--- src/design/uvs_pkg.sv ---
// Shared types, constants and sine table helpers for the UV sphere vertex generator.
package uvs_pkg;

    // Field widths
    localparam int CNT_W     = 9;
    localparam int CNT_MAX   = (1 << CNT_W) - 1;
    localparam int RADIUS_W  = 16;
    localparam int CFG_W     = 16;
    localparam int CFG_IDX_W = 2;
    localparam int NORM_W    = 16;
    localparam int POS_W     = 17;
    localparam int TEX_W     = 16;
    localparam int QB_W      = 17;
    localparam int MAG_W     = 15;

    // Divider geometry: one quotient bit per stage
    localparam int QUO_W     = 17;
    localparam int DEN_W     = CNT_W + 1;
    localparam int TEX_NUM_W = CNT_W + QUO_W + 1;

    // Stream widths
    localparam int S_TDATA_W = 24;
    localparam int M_TDATA_W = 152;

    // Parameter defaults
    localparam int MAX_SLICES_DEF       = 256;
    localparam int MAX_STACKS_DEF       = 256;
    localparam int SINE_TABLE_DEPTH_DEF = 1024;

    // Register reset values
    localparam logic [RADIUS_W-1:0] RADIUS_RST = 16'd256;
    localparam logic [CNT_W-1:0]    SLICES_RST = 9'd16;
    localparam logic [CNT_W-1:0]    STACKS_RST = 9'd16;

    localparam logic [MAG_W-1:0] Q15_MAX     = 15'h7FFF;
    localparam logic [63:0]      HALF_PI_Q60 = 64'h1921FB54442D1847;

    // Configuration register indexes
    typedef enum logic [CFG_IDX_W-1:0] {
        CFG_RADIUS = 2'd0,
        CFG_SLICES = 2'd1,
        CFG_STACKS = 2'd2
    } t_cfg_idx;

    // Quad info carried alongside the math
    typedef struct packed {
        logic [QB_W-1:0] base;
        logic            valid;
    } t_side;

    // (a*b) >> 60 in Q4.60, truncated
    function automatic logic [63:0] mul_q60(input logic [63:0] a, input logic [63:0] b);
        logic [63:0] ah, al, bh, bl, mid;
        ah  = a >> 32;
        al  = {32'd0, a[31:0]};
        bh  = b >> 32;
        bl  = {32'd0, b[31:0]};
        mid = ah * bl + al * bh + ((al * bl) >> 32);
        return ah * bh * 64'd16 + (mid >> 28);
    endfunction

    // Shift-subtract quotient for small divisors, only used while the table is built
    function automatic logic [63:0] quo_small(input logic [63:0] num, input logic [63:0] den);
        logic [63:0] q, rem;
        q   = '0;
        rem = '0;
        for (int b = 63; b >= 0; b--) begin
            rem = {rem[62:0], num[b]};
            if (rem >= den) begin
                rem  = rem - den;
                q[b] = 1'b1;
            end
        end
        return q;
    endfunction

    // Taylor series sine of x (Q4.60), rounded to unsigned Q0.15 and capped
    function automatic logic [MAG_W-1:0] sine_entry(input logic [63:0] x);
        logic [63:0] x2, term, sum, v;
        x2   = mul_q60(x, x);
        term = x;
        sum  = x;
        for (int n = 1; n < 20; n++) begin
            if (term != 64'd0) begin
                term = quo_small(mul_q60(term, x2), 64'(2 * n) * 64'(2 * n + 1));
                if (n[0]) begin
                    sum = sum - term;
                end else begin
                    sum = sum + term;
                end
            end
        end
        v = (sum + (64'd1 << 44)) >> 45;
        if (v > 64'(Q15_MAX)) begin
            v = 64'(Q15_MAX);
        end
        return v[MAG_W-1:0];
    endfunction

endpackage

--- src/design/uvs_div_pipe.sv ---
// Pipelined restoring divider, one quotient bit per register stage.
module uvs_div_pipe
    import uvs_pkg::*;
#(
    parameter int NUM_W = TEX_NUM_W,
    parameter int DW    = DEN_W,
    parameter int QW    = QUO_W
) (
    input  logic             i_clk,
    input  logic             i_en,
    input  logic [NUM_W-1:0] i_num,
    input  logic [DW-1:0]    i_den,
    output logic [QW-1:0]    o_quo
);

    logic [DW-1:0] r_rem [QW];
    logic [DW-1:0] r_den [QW];
    logic [QW-1:0] r_low [QW];
    logic [QW-1:0] r_quo [QW];

    for (genvar s = 0; s < QW; s++) begin : g_stg
        logic [DW-1:0] w_rem_in;
        logic [DW-1:0] w_den_in;
        logic [QW-1:0] w_low_in;
        logic [QW-1:0] w_quo_in;
        logic [DW:0]   w_trial;

        // Upper numerator bits seed the remainder; quotient fits QW bits
        if (s == 0) begin : g_first
            assign w_rem_in = DW'(i_num >> QW);
            assign w_den_in = i_den;
            assign w_low_in = i_num[QW-1:0];
            assign w_quo_in = '0;
        end else begin : g_next
            assign w_rem_in = r_rem[s-1];
            assign w_den_in = r_den[s-1];
            assign w_low_in = r_low[s-1];
            assign w_quo_in = r_quo[s-1];
        end

        assign w_trial = {w_rem_in, w_low_in[QW-1-s]};

        // Trial subtract, keep or restore
        always_ff @(posedge i_clk) begin
            if (i_en) begin
                if (w_trial >= {1'b0, w_den_in}) begin
                    r_rem[s] <= DW'(w_trial - {1'b0, w_den_in});
                    r_quo[s] <= w_quo_in | (QW'(1) << (QW - 1 - s));
                end else begin
                    r_rem[s] <= w_trial[DW-1:0];
                    r_quo[s] <= w_quo_in;
                end
                r_den[s] <= w_den_in;
                r_low[s] <= w_low_in;
            end
        end
    end

    assign o_quo = r_quo[QW-1];

endmodule

--- config.mk ---
export PLATFORM = sky130hd
export DESIGN_NAME = uvs_div_pipe
export DESIGN_NICKNAME = d
export VERILOG_FILES = /design/src/design/uvs_pkg.sv /design/src/design/uvs_div_pipe.sv
export SDC_FILE = /design/constraint.sdc
export NUM_CORES = 1
export LEC_CHECK = 0
export ABC_AREA = 1
export BUFFER_PORTS_ARGS = -buffer_cell sky130_fd_sc_hd__buf_2
export CELL_PAD_IN_SITES_DETAIL_PLACEMENT = 1
export CELL_PAD_IN_SITES_GLOBAL_PLACEMENT = 1
export CORE_UTILIZATION = 52
export CTS_BUF_LIST = sky130_fd_sc_hd__clkbuf_2
export CTS_CLUSTER_DIAMETER = 80
export DETAILED_ROUTE_END_ITERATION = 10
export MAX_ROUTING_LAYER = met4
export PLACE_DENSITY = 0.9
export SLEW_MARGIN = 10
export SYNTH_ARGS = -nofsm -noshare
export SYNTH_HDL_FRONTEND = slang
export SYNTH_SLANG_ARGS = --single-unit
--- constraint.sdc ---
create_clock -name i_clk -period 2.6 [get_ports i_clk]
set_clock_uncertainty 0.2 [all_clocks]
set_input_delay 0.52 -clock i_clk [delete_from_list [all_inputs] [get_ports i_clk]]
set_output_delay 0.52 -clock i_clk [all_outputs]
set_load 0.02 [all_outputs]
==> impl_metrics.yaml, run 1 <==
power_and_ir_drop:
  p_comb_share_pct: 36.4
  seq_power_share_pct: 42.6
  power_frac_clock_pct: 21.0
  intPower_mw: 19.8
  power_density_nw_per_um2: 939
  power_mw: 32.9
  p_leak_nw: 16.2
  peakVddDrop_mv: 0.558
  power_switching_mw: 13.1
  netSwitchingFraction_pct: 39.8
sta:
  setup_viol: 10
  rsz0062_at_grt: "true"
  setup_ws_ns: -0.227
  fin_crit_sh_pct: 109
  maxSlewViolCount: 0
  min_period_ns: 2.83
  hold_viol_final: 0
  relSlewSlack_pct: 42.1
  max_freq_mhz: 354
  worst_slew_pin_slew_ns: 0.869
global_route:
  antenna_found_initial: 3
  gr-usage-all-layers_pct: 29.7
  grt_pass1_vias: 25400
  grt_max_degree: 61
  grt_pass1_wl_um: 134000
  globalRouteOverflowTotal: 0
route:
  vias_per_cell: 5.50
  final_antenna_net_count: 0
  drt_iter0_drc: 1604
  drtPass1Iterations: 5
  drt-total-wl_um: 85400
  vias: 23400
  drc: 0
  wl_per_cell_um: 20.0
yosys:
  synth_most_common_cell: "nand2_1"
  yosysTopAreaCell: "edfxtp_1"
  synth_edf_count: 609
  synthArstFlopShare_pct: 0
  ys_top_cells_by_count: "nand2_1 (978), edfxtp_1 (609), inv_1 (482), nand4_1 (201), ha_1 (170)"
  synth_cell_type_count: 34
  yosys.area.top_type_share_pct: 59.2
  netlist_area_um2: 30900
  syn_avg_cell_area_um2: 10.1
  yosysSeqAreaShare_pct: 59.2
  synthTopCellsByArea: "edfxtp_1 (59%), nand2_1 (12%), ha_1 (6.9%)"
  ys.warnings.count: 0
  synth_ff_type: "edfxtp_1"
  syn-num-nets: 3293
  synth.ff_latch_count: 609
  synthCells: 3068
final_layout:
  syn2layout_area_growth_pct: 13.7
  fin_nets: 3611
  drive_gt1_share_pct: 12.6
  seqCellArea_um2: 18300
  nFillCells: 6599
  multi_input_area_um2: 10500
  fin_area_um2: 35100
die:
  coreArea_um2: 58100
  die_h_um: 246
  dieArea_um2: 60300
  die_w_um: 246
  start_util_pct: 53.1
  num_rows: 88
  io-pin-count: 56
hold_path:
  whs_endpoint: "r_quo[14][11]"
  worstHoldPathType: "reg2reg"
  worstHoldStart: "r_quo[13][11]"
  hold_path_depth: 0
setup_path:
  path_class: "in2reg"
  worst-r2r-cell-count: 11
  r2r_setup_slack_ns: 0.06
  arrival_ns: 3.78
  r2r-end: "r_rem[2][9]"
  crit_path_start_kind: "input port"
  critPathMaxFanout: 5
  end_kind: "flop"
  required_ns: 3.56
  regToRegStartpoint: "r_den[0][17]"
clock_network:
  cts_buffer_depth: 3
  clock_latency_ns: 1.38
  htreeDepth: 4
  cts.sinks: 609
  numCtsBuffers: 155
  cts_root_buf: "clkbuf_2"
  cts_tree: "done"
  clk_pin_slew_ns: 0.12
placement:
  dp_hpwl_um: 60300
  io_buffers: 55
  gp_congestion: 0.903
  postPlaceCellArea_um2: 32400
status:
  status: "complete, but fails checks"
  violations: "setup timing"
job:
  maxCapViolations: 0
## power by group through the flow
| stage | clock [mW] | combinational (mW) | sequential (mW) |
|---|---|---|---|
| 6_report | 6.91 | 12.0 | 14.0 |
| 5_1_grt | 7.51 | 13.5 | 14.1 |
| 4_1_cts | 7.04 | 11.8 | 14.0 |
| 3_5_place_dp | 0 | 11.5 | 14.2 |
| 3_3_place_gp | 0 | 10.6 | 14.1 |
| 2_1_floorplan | 0 | 8.27 | 13.7 |
## worst max-delay path by stage
| stage | start | end | depth (start not counted) |
|---|---|---|---|
| final | i_num[24] | r_rem[0][8] | 13 |
| after global routing | r_quo[16][7] | o_quo[7] | 1 |
| after CTS | r_quo[16][13] | o_quo[13] | 1 |
| after detailed placement | r_den[0][29] | r_rem[3][2] | 11 |
| after global placement | i_num[16] | r_rem[0][6] | 12 |
| after floorplan | i_den[2] | r_rem[0][3] | 8 |
## cell type report
| type | instances | share of cell area, % |
|---|---|---|
| antenna | 8 | 0.0571 |
| clock buffer | 209 | 2.98 |
| clock inverter | 53 | 1.14 |
| inverter | 483 | 5.17 |
| multi-input combinational | 1908 | 30.0 |
| sequential | 609 | 52.1 |
| tap | 765 | 2.73 |
| timing repair buffer | 229 | 5.78 |
## state kept, by name, summed over array words and instances (netlist names)
register	count
r_den	160
r_rem	160
r_low	136
r_quo	153
## worst max-delay path, cell delays in order
cell           delay, ns
dlygate4sd3_1       0.54
dlygate4sd3_1       0.58
buf_2               0.16
ha_1                0.37
nand2_1             0.10
nand2_1             0.10
a21oi_2             0.24
nand2_2             0.10
a21oi_4             0.14
buf_4               0.19
nand2_2             0.06
dlygate4sd3_1       0.56
nand2_1             0.12
## repair_timing
item                       in CTS  in global routing
pin swaps                       0                  4
gates resized for setup         2                 47
hold buffers                   89                  0
hold endpoints to repair      812                  0
setup endpoints to repair      17                 68
setup buffers                   0                  9
## cell usage in the layout, fill, tap and decap left out, types with 31 or more instances in the layout
cell type / netlist / final
buf_4: 14 / 76
nor2_2: 36 / 31
o21bai_1: 45 / 45
clkinv_1: 0 / 36
edfxtp_1: 609 / 609
dlygate4sd3_1: 0 / 88
buf_2: 19 / 38
inv_1: 482 / 482
clkbuf_2: 0 / 209
nand4_1: 201 / 201
ha_1: 170 / 164
nand3_1: 105 / 105
a21oi_1: 84 / 84
xor2_1: 32 / 32
nand2_1: 978 / 977
nor2_1: 153 / 152
## per-layer routing
layer / track usage, % / wire (um) / share of wire, % / vias to the layer above
met2: 50.8 / 44200 / 52 / 728
met5: - / 0 / 0 / -
met1: 33.2 / 33500 / 39 / 11500
li1: - / - / - / 11000
met4: 15.1 / 3600 / 4.2 / 0
met3: 5.17 / 4080 / 4.8 / 244
## cell families (layout without fill, tap and decap cells)
| family | count (synthesis) | in the layout | synth area share, % |
|---|---|---|---|
| fa+ha+maj | 186 | 186 | 7.93 |
| flops | 609 | 609 | 59.2 |
| compound gates | 146 | 146 | 2.89 |
| buf+inv | 551 | 974 | 7.00 |
| xor+xnor | 50 | 50 | 1.42 |
| simple gates | 1526 | 1526 | 21.5 |
| other cells | 0 | 8 | 0 |
## per-stage QoR
step / instances / setup TNS (ns) / worst slack (ns) / hold WS, ns / utilization, %
after floorplan: 3068 / 0 / 0.490 / 0.200 / -
after global placement: 3896 / 0 / 0.186 / 0.201 / 55.8
after detailed placement: 3896 / 0 / 0.0381 / 0.205 / 55.8
after CTS: 4247 / -2.90 / -0.211 / 0.00819 / 59.8
after global routing: 4261 / -3.15 / -0.170 / 0.128 / 60.3
final: 4264 / -1.87 / -0.227 / 0.183 / 60.4
Power figures use the tool's default switching activity.
==> run 2, diff against run 1 <==
--- a/config.mk
+++ b/config.mk
@@ -13,7 +13,6 @@
 export CTS_BUF_LIST = sky130_fd_sc_hd__clkbuf_2
 export CTS_CLUSTER_DIAMETER = 80
 export DETAILED_ROUTE_END_ITERATION = 10
-export MAX_ROUTING_LAYER = met4
 export PLACE_DENSITY = 0.9
 export SLEW_MARGIN = 10
 export SYNTH_ARGS = -nofsm -noshare
==> impl_metrics.yaml, run 2 (same netlist as run 1, synthesis figures left out) <==
status:
  status: "complete, but fails checks"
  violations: "setup timing"
die:
  dieArea_um2: 60300
  start_util_pct: 53.1
  die_w_um: 246
  die_h_um: 246
  num_rows: 88
  io-pin-count: 56
  coreArea_um2: 58100
route:
  drt_iter0_drc: 1451
  drt-total-wl_um: 87500
  vias_per_cell: 5.52
  drtPass1Iterations: 5
  drc: 0
  vias: 23500
  wl_per_cell_um: 20.5
  final_antenna_net_count: 0
global_route:
  antenna_found_initial: 4
  met3_usage_pct: 5.89
  globalRouteOverflowTotal: 0
  use_met2_pct: 52.4
  grt_pass1_wl_um: 138000
  use_met1_pct: 33.4
  gr-usage-all-layers_pct: 29.5
  grt_busiest_layer: "met2"
  grt_pass1_vias: 25900
  grt_max_degree: 64
placement:
  postPlaceCellArea_um2: 32400
  io_buffers: 55
  dp_hpwl_um: 61500
  gp_congestion: 0.905
setup_path:
  end_kind: "output pin"
  required_ns: 1.88
  critical-path-slowest-cell: "edfxtp_1"
  path_buf_inv: 1
  crit_chain: "buf_6"
  crit_path_start_kind: "flop"
  arrival_ns: 1.95
  cpLargestDelayFamily: "flip-flops"
  critPathMaxFanout: 1
  path_class: "reg2out"
  slowest_delay_ns: 0.40
clock_network:
  htreeDepth: 4
  cts_root_buf: "clkbuf_2"
  numCtsBuffers: 160
  cts.sinks: 609
  cts_tree: "done"
  cts_buffer_depth: 3
  clk_pin_slew_ns: 0.12
  clock_latency_ns: 1.47
final_layout:
  top_regs: "r_den x160, r_rem x160, r_quo x153"
  drive_gt1_share_pct: 12.9
  seqCellArea_um2: 18300
  syn2layout_area_growth_pct: 13.0
  layout_common_cells: "nand2_1 (976), edfxtp_1 (609), inv_1 (482)"
  fin_area_um2: 34900
  layout_commonest_cell: "nand2_1"
  fin_nets: 3604
  post-route-util_pct: 60.0
  nFillCells: 6538
  multi_input_area_um2: 10500
sta:
  fin_crit_sh_pct: 103
  hold_viol_final: 0
  rsz0062_at_grt: "true"
  setup_ws_ns: -0.0679
  min_period_ns: 2.67
  maxSlewViolCount: 0
  max_freq_mhz: 375
  setup_tns_ns: -0.121
  worst_slew_pin_slew_ns: 0.988
  setup_viol: 6
  relSlewSlack_pct: 33.9
power_and_ir_drop:
  power_density_nw_per_um2: 948
  peakVddDrop_mv: 0.471
  p_leak_nw: 16.2
job:
  maxCapViolations: 0
hold_path:
  worstHoldPathType: "in2reg"
## run 2: worst paths after layout
check,cells past startpoint,endpoint,slack [ns],from
setup / recovery,1,o_quo[0],-0.07,r_quo[16][0]
hold / removal,6,r_rem[0][5],0.08,i_num[21]
setup reg to reg,11,r_rem[3][7],0.08,r_den[0][26]
hold reg to reg,0,r_low[0][238],0.15,r_low[0][221]
## run 2: stage by stage
step	instances	power, mW	setup slack, ns	hold WS [ns]
2_1_floorplan	3068	21.9	0.490	0.200
3_3_place_gp	3891	24.7	0.183	0.200
3_5_place_dp	3891	25.7	0.00363	0.205
4_1_cts	4254	32.9	-0.203	0.00501
5_1_grt	4260	35.2	-0.142	0.111
6_report	4262	33.1	-0.0679	0.0777
## run 2: repair_timing
item                       4_1_cts  5_1_grt
setup endpoints to repair       23       65
hold buffers                    87        0
hold endpoints to repair       812        0
cloned                           0        0
setup buffers                    2        2
pin swaps                        1        2
gates resized for setup          6       32
## run 2: report_power, final
| part | switching, mW | internal, mW | total, mW |
|---|---|---|---|
| combinational | 8.04 | 4.02 | 12.1 |
| clock | 4.19 | 2.80 | 6.99 |
| sequential | 1.12 | 12.9 | 14.0 |
## run 2: per-layer routing
| metal | up-vias | routed length (um) |
|---|---|---|
| li1 | 11000 | - |
| met1 | 11500 | 34000 |
| met2 | 796 | 44900 |
| met3 | 319 | 4450 |
| met4 | 2 | 4090 |
| met5 | - | 13 |
## run 2: layout make-up
cell class                 instances  area share (%)
antenna                            6          0.0430
multi-input combinational       1908            30.0
clock inverter                    39           0.771
tap                              765            2.74
timing repair buffer             217            5.43
inverter                         483            5.20
clock buffer                     235            3.37
sequential                       609            52.4
==> run 3, diff against run 2 <==
--- a/config.mk
+++ b/config.mk
@@ -9,11 +9,13 @@
 export BUFFER_PORTS_ARGS = -buffer_cell sky130_fd_sc_hd__buf_2
 export CELL_PAD_IN_SITES_DETAIL_PLACEMENT = 1
 export CELL_PAD_IN_SITES_GLOBAL_PLACEMENT = 1
-export CORE_UTILIZATION = 52
+export CORE_UTILIZATION = 40
 export CTS_BUF_LIST = sky130_fd_sc_hd__clkbuf_2
 export CTS_CLUSTER_DIAMETER = 80
 export DETAILED_ROUTE_END_ITERATION = 10
-export PLACE_DENSITY = 0.9
+export GPL_TIMING_DRIVEN = 0
+export PLACE_DENSITY = 0.74
+export SETUP_SLACK_MARGIN = 0.15
 export SLEW_MARGIN = 10
 export SYNTH_ARGS = -nofsm -noshare
 export SYNTH_HDL_FRONTEND = slang
==> impl_metrics.yaml, run 3 (same netlist as run 1, synthesis figures left out) <==
status:
  status: "complete, but fails checks"
  violations: "setup timing"
die:
  die_w_um: 280
  die_h_um: 280
  dieArea_um2: 78300
  io-pin-count: 56
  start_util_pct: 40.5
  num_rows: 101
  coreArea_um2: 76200
final_layout:
  top_regs: "r_den x160, r_rem x160, r_quo x153"
  drive_gt1_share_pct: 13.7
  syn2layout_area_growth_pct: 16.1
  layout_commonest_cell: "nand2_1"
  fin_area_um2: 35800
  post-route-util_pct: 47.0
  nFillCells: 8641
  fin_nets: 3634
  layout_common_cells: "nand2_1 (972), edfxtp_1 (609), inv_1 (482)"
route:
  vias_per_cell: 4.92
  final_antenna_net_count: 0
  drc: 0
  vias: 22400
  wl_per_cell_um: 17.6
  drt-total-wl_um: 80100
  drtPass1Iterations: 5
  drt_iter0_drc: 1262
global_route:
  grt_max_degree: 104
  gr-usage-all-layers_pct: 20.5
  grt_pass1_wl_um: 124000
  grt_pass1_vias: 23300
  globalRouteOverflowTotal: 0
  antenna_found_initial: 3
setup_path:
  arrival_ns: 1.94
  crit_path_start_kind: "flop"
  crit_chain: "buf_6"
  critical-path-slowest-cell: "edfxtp_1"
  required_ns: 1.88
  critPathLaunch: "r_quo[16][16]"
  regToRegStartpoint: "r_den[0][6]"
  endpoint: "o_quo[16]"
  path_buf_inv: 1
  cpLargestDelayFamily: "flip-flops"
  r2r-end: "r_rem[1][5]"
  worst-r2r-cell-count: 11
  r2r_setup_slack_ns: 0.24
  crit_cells: 1
  path_class: "reg2out"
  critPathMaxFanout: 1
  slowest_delay_ns: 0.41
  end_kind: "output pin"
sta:
  worst_slew_pin_slew_ns: 1.15
  setup_ws_ns: -0.0567
  min_period_ns: 2.66
  fin_crit_sh_pct: 102
  max_freq_mhz: 376
  setup_viol: 15
  relSlewSlack_pct: 23.2
  maxSlewViolCount: 0
  rsz0062_at_grt: "true"
  hold_viol_final: 0
power_and_ir_drop:
  power_density_nw_per_um2: 905
  p_leak_nw: 16.4
  intPower_mw: 19.8
  p_comb_share_pct: 36.3
  netSwitchingFraction_pct: 38.9
  peakVddDrop_mv: 0.318
  power_switching_mw: 12.6
  power_frac_clock_pct: 20.7
  seq_power_share_pct: 43.0
clock_network:
  numCtsBuffers: 158
  cts.sinks: 609
  htreeDepth: 4
  clk_pin_slew_ns: 0.10
  clock_latency_ns: 1.39
  cts_buffer_depth: 3
  cts_root_buf: "clkbuf_2"
  cts_tree: "done"
placement:
  postPlaceCellArea_um2: 32600
  dp_hpwl_um: 56400
  gp_congestion: 0.895
  io_buffers: 55
job:
  maxCapViolations: 0
hold_path:
  worstHoldPathType: "in2reg"
==> run 3: changes by cell type in the layout (fill, tap and decap cells not counted), sizes merged <==
cell          before  now
diode              6    3
inv              488  493
clkinvlp           1    0
clkbuf           235  258
dlymetal6s4s       1    0
clkinv            29   38
bufinv             4    2
==> run 3: routing by layer <==
metal	up-vias	wire length (um)	track usage (%)
met5	-	0	0
li1	11000	-	-
met4	0	2120	7.65
met1	10800	35300	26.0
met3	148	3340	3.69
met2	448	39300	34.8
==> run 3: timing repair <==
action	in CTS	in global routing
hold buffers	94	2
buffers inserted	0	22
pin swaps	0	5
setup endpoints to repair	24	110
cloned	0	2
gates resized for setup	13	90
hold endpoints to repair	262	2
==> run 3: power groups by stage <==
stage	Combinational, mW	Sequential (mW)	Clock [mW]
after floorplan	8.27	13.7	0
after global placement	10.7	14.2	0
after detailed placement	11.1	14.2	0
after CTS	11.3	13.9	7.05
after global routing	13.5	14.1	7.46
final	11.8	13.9	6.72
==> run 3: worst min path at each step <==
| stage | startpoint | end | slack [ns] | depth (start not counted) |
|---|---|---|---|---|
| final | i_en | r_low[0][0] | 0.13 | 6 |
| after global routing | i_en | r_den[0][155] | 0.006 | 6 |
| after CTS | i_en | r_den[0][152] | -0.09 | 6 |
| after detailed placement | r_low[0][174] | r_low[0][191] | 0.21 | 0 |
| after global placement | r_quo[10][16] | r_quo[11][16] | 0.20 | 0 |
| after floorplan | r_low[0][85] | r_low[0][102] | 0.20 | 0 |
==> run 3: through the flow <==
step / setup slack, ns / power, mW / hold WS [ns] / cells / setup TNS (ns)
floorplan: 0.490 / 21.9 / 0.200 / 3068 / 0
CTS: -0.278 / 32.3 / -0.0881 / 4528 / -3.96
finish: -0.0567 / 32.5 / 0.133 / 4557 / -0.439
global route: -0.247 / 35.0 / 0.00561 / 4556 / -3.27
global placement: -5.82 / 24.9 / 0.200 / 4153 / -3779.37
detailed placement: -1.36 / 25.2 / 0.205 / 4159 / -393.36
==> run 3: tightest hold or removal path, stage by stage <==
cell and delay, ns:
buf_8 0.11, buf_16 0.13, buf_16 0.13, buf_16 0.12, buf_16 0.15, buf_16 0.21
==> run 3: layout make-up <==
type | count | area [um^2] | area share, %
Tap cell | 1030 | 1290 | 3.59
Inverter | 483 | 1810 | 5.06
Clock buffer | 225 | 1130 | 3.14
Timing Repair Buffer | 181 | 1820 | 5.07
Clock inverter | 50 | 342 | 0.953
Sequential cell | 609 | 18300 | 51.0
Buffer | 68 | 387 | 1.08
Multi-Input combinational cell | 1908 | 10800 | 30.1
Antenna cell | 3 | 7.51 | 0.0209
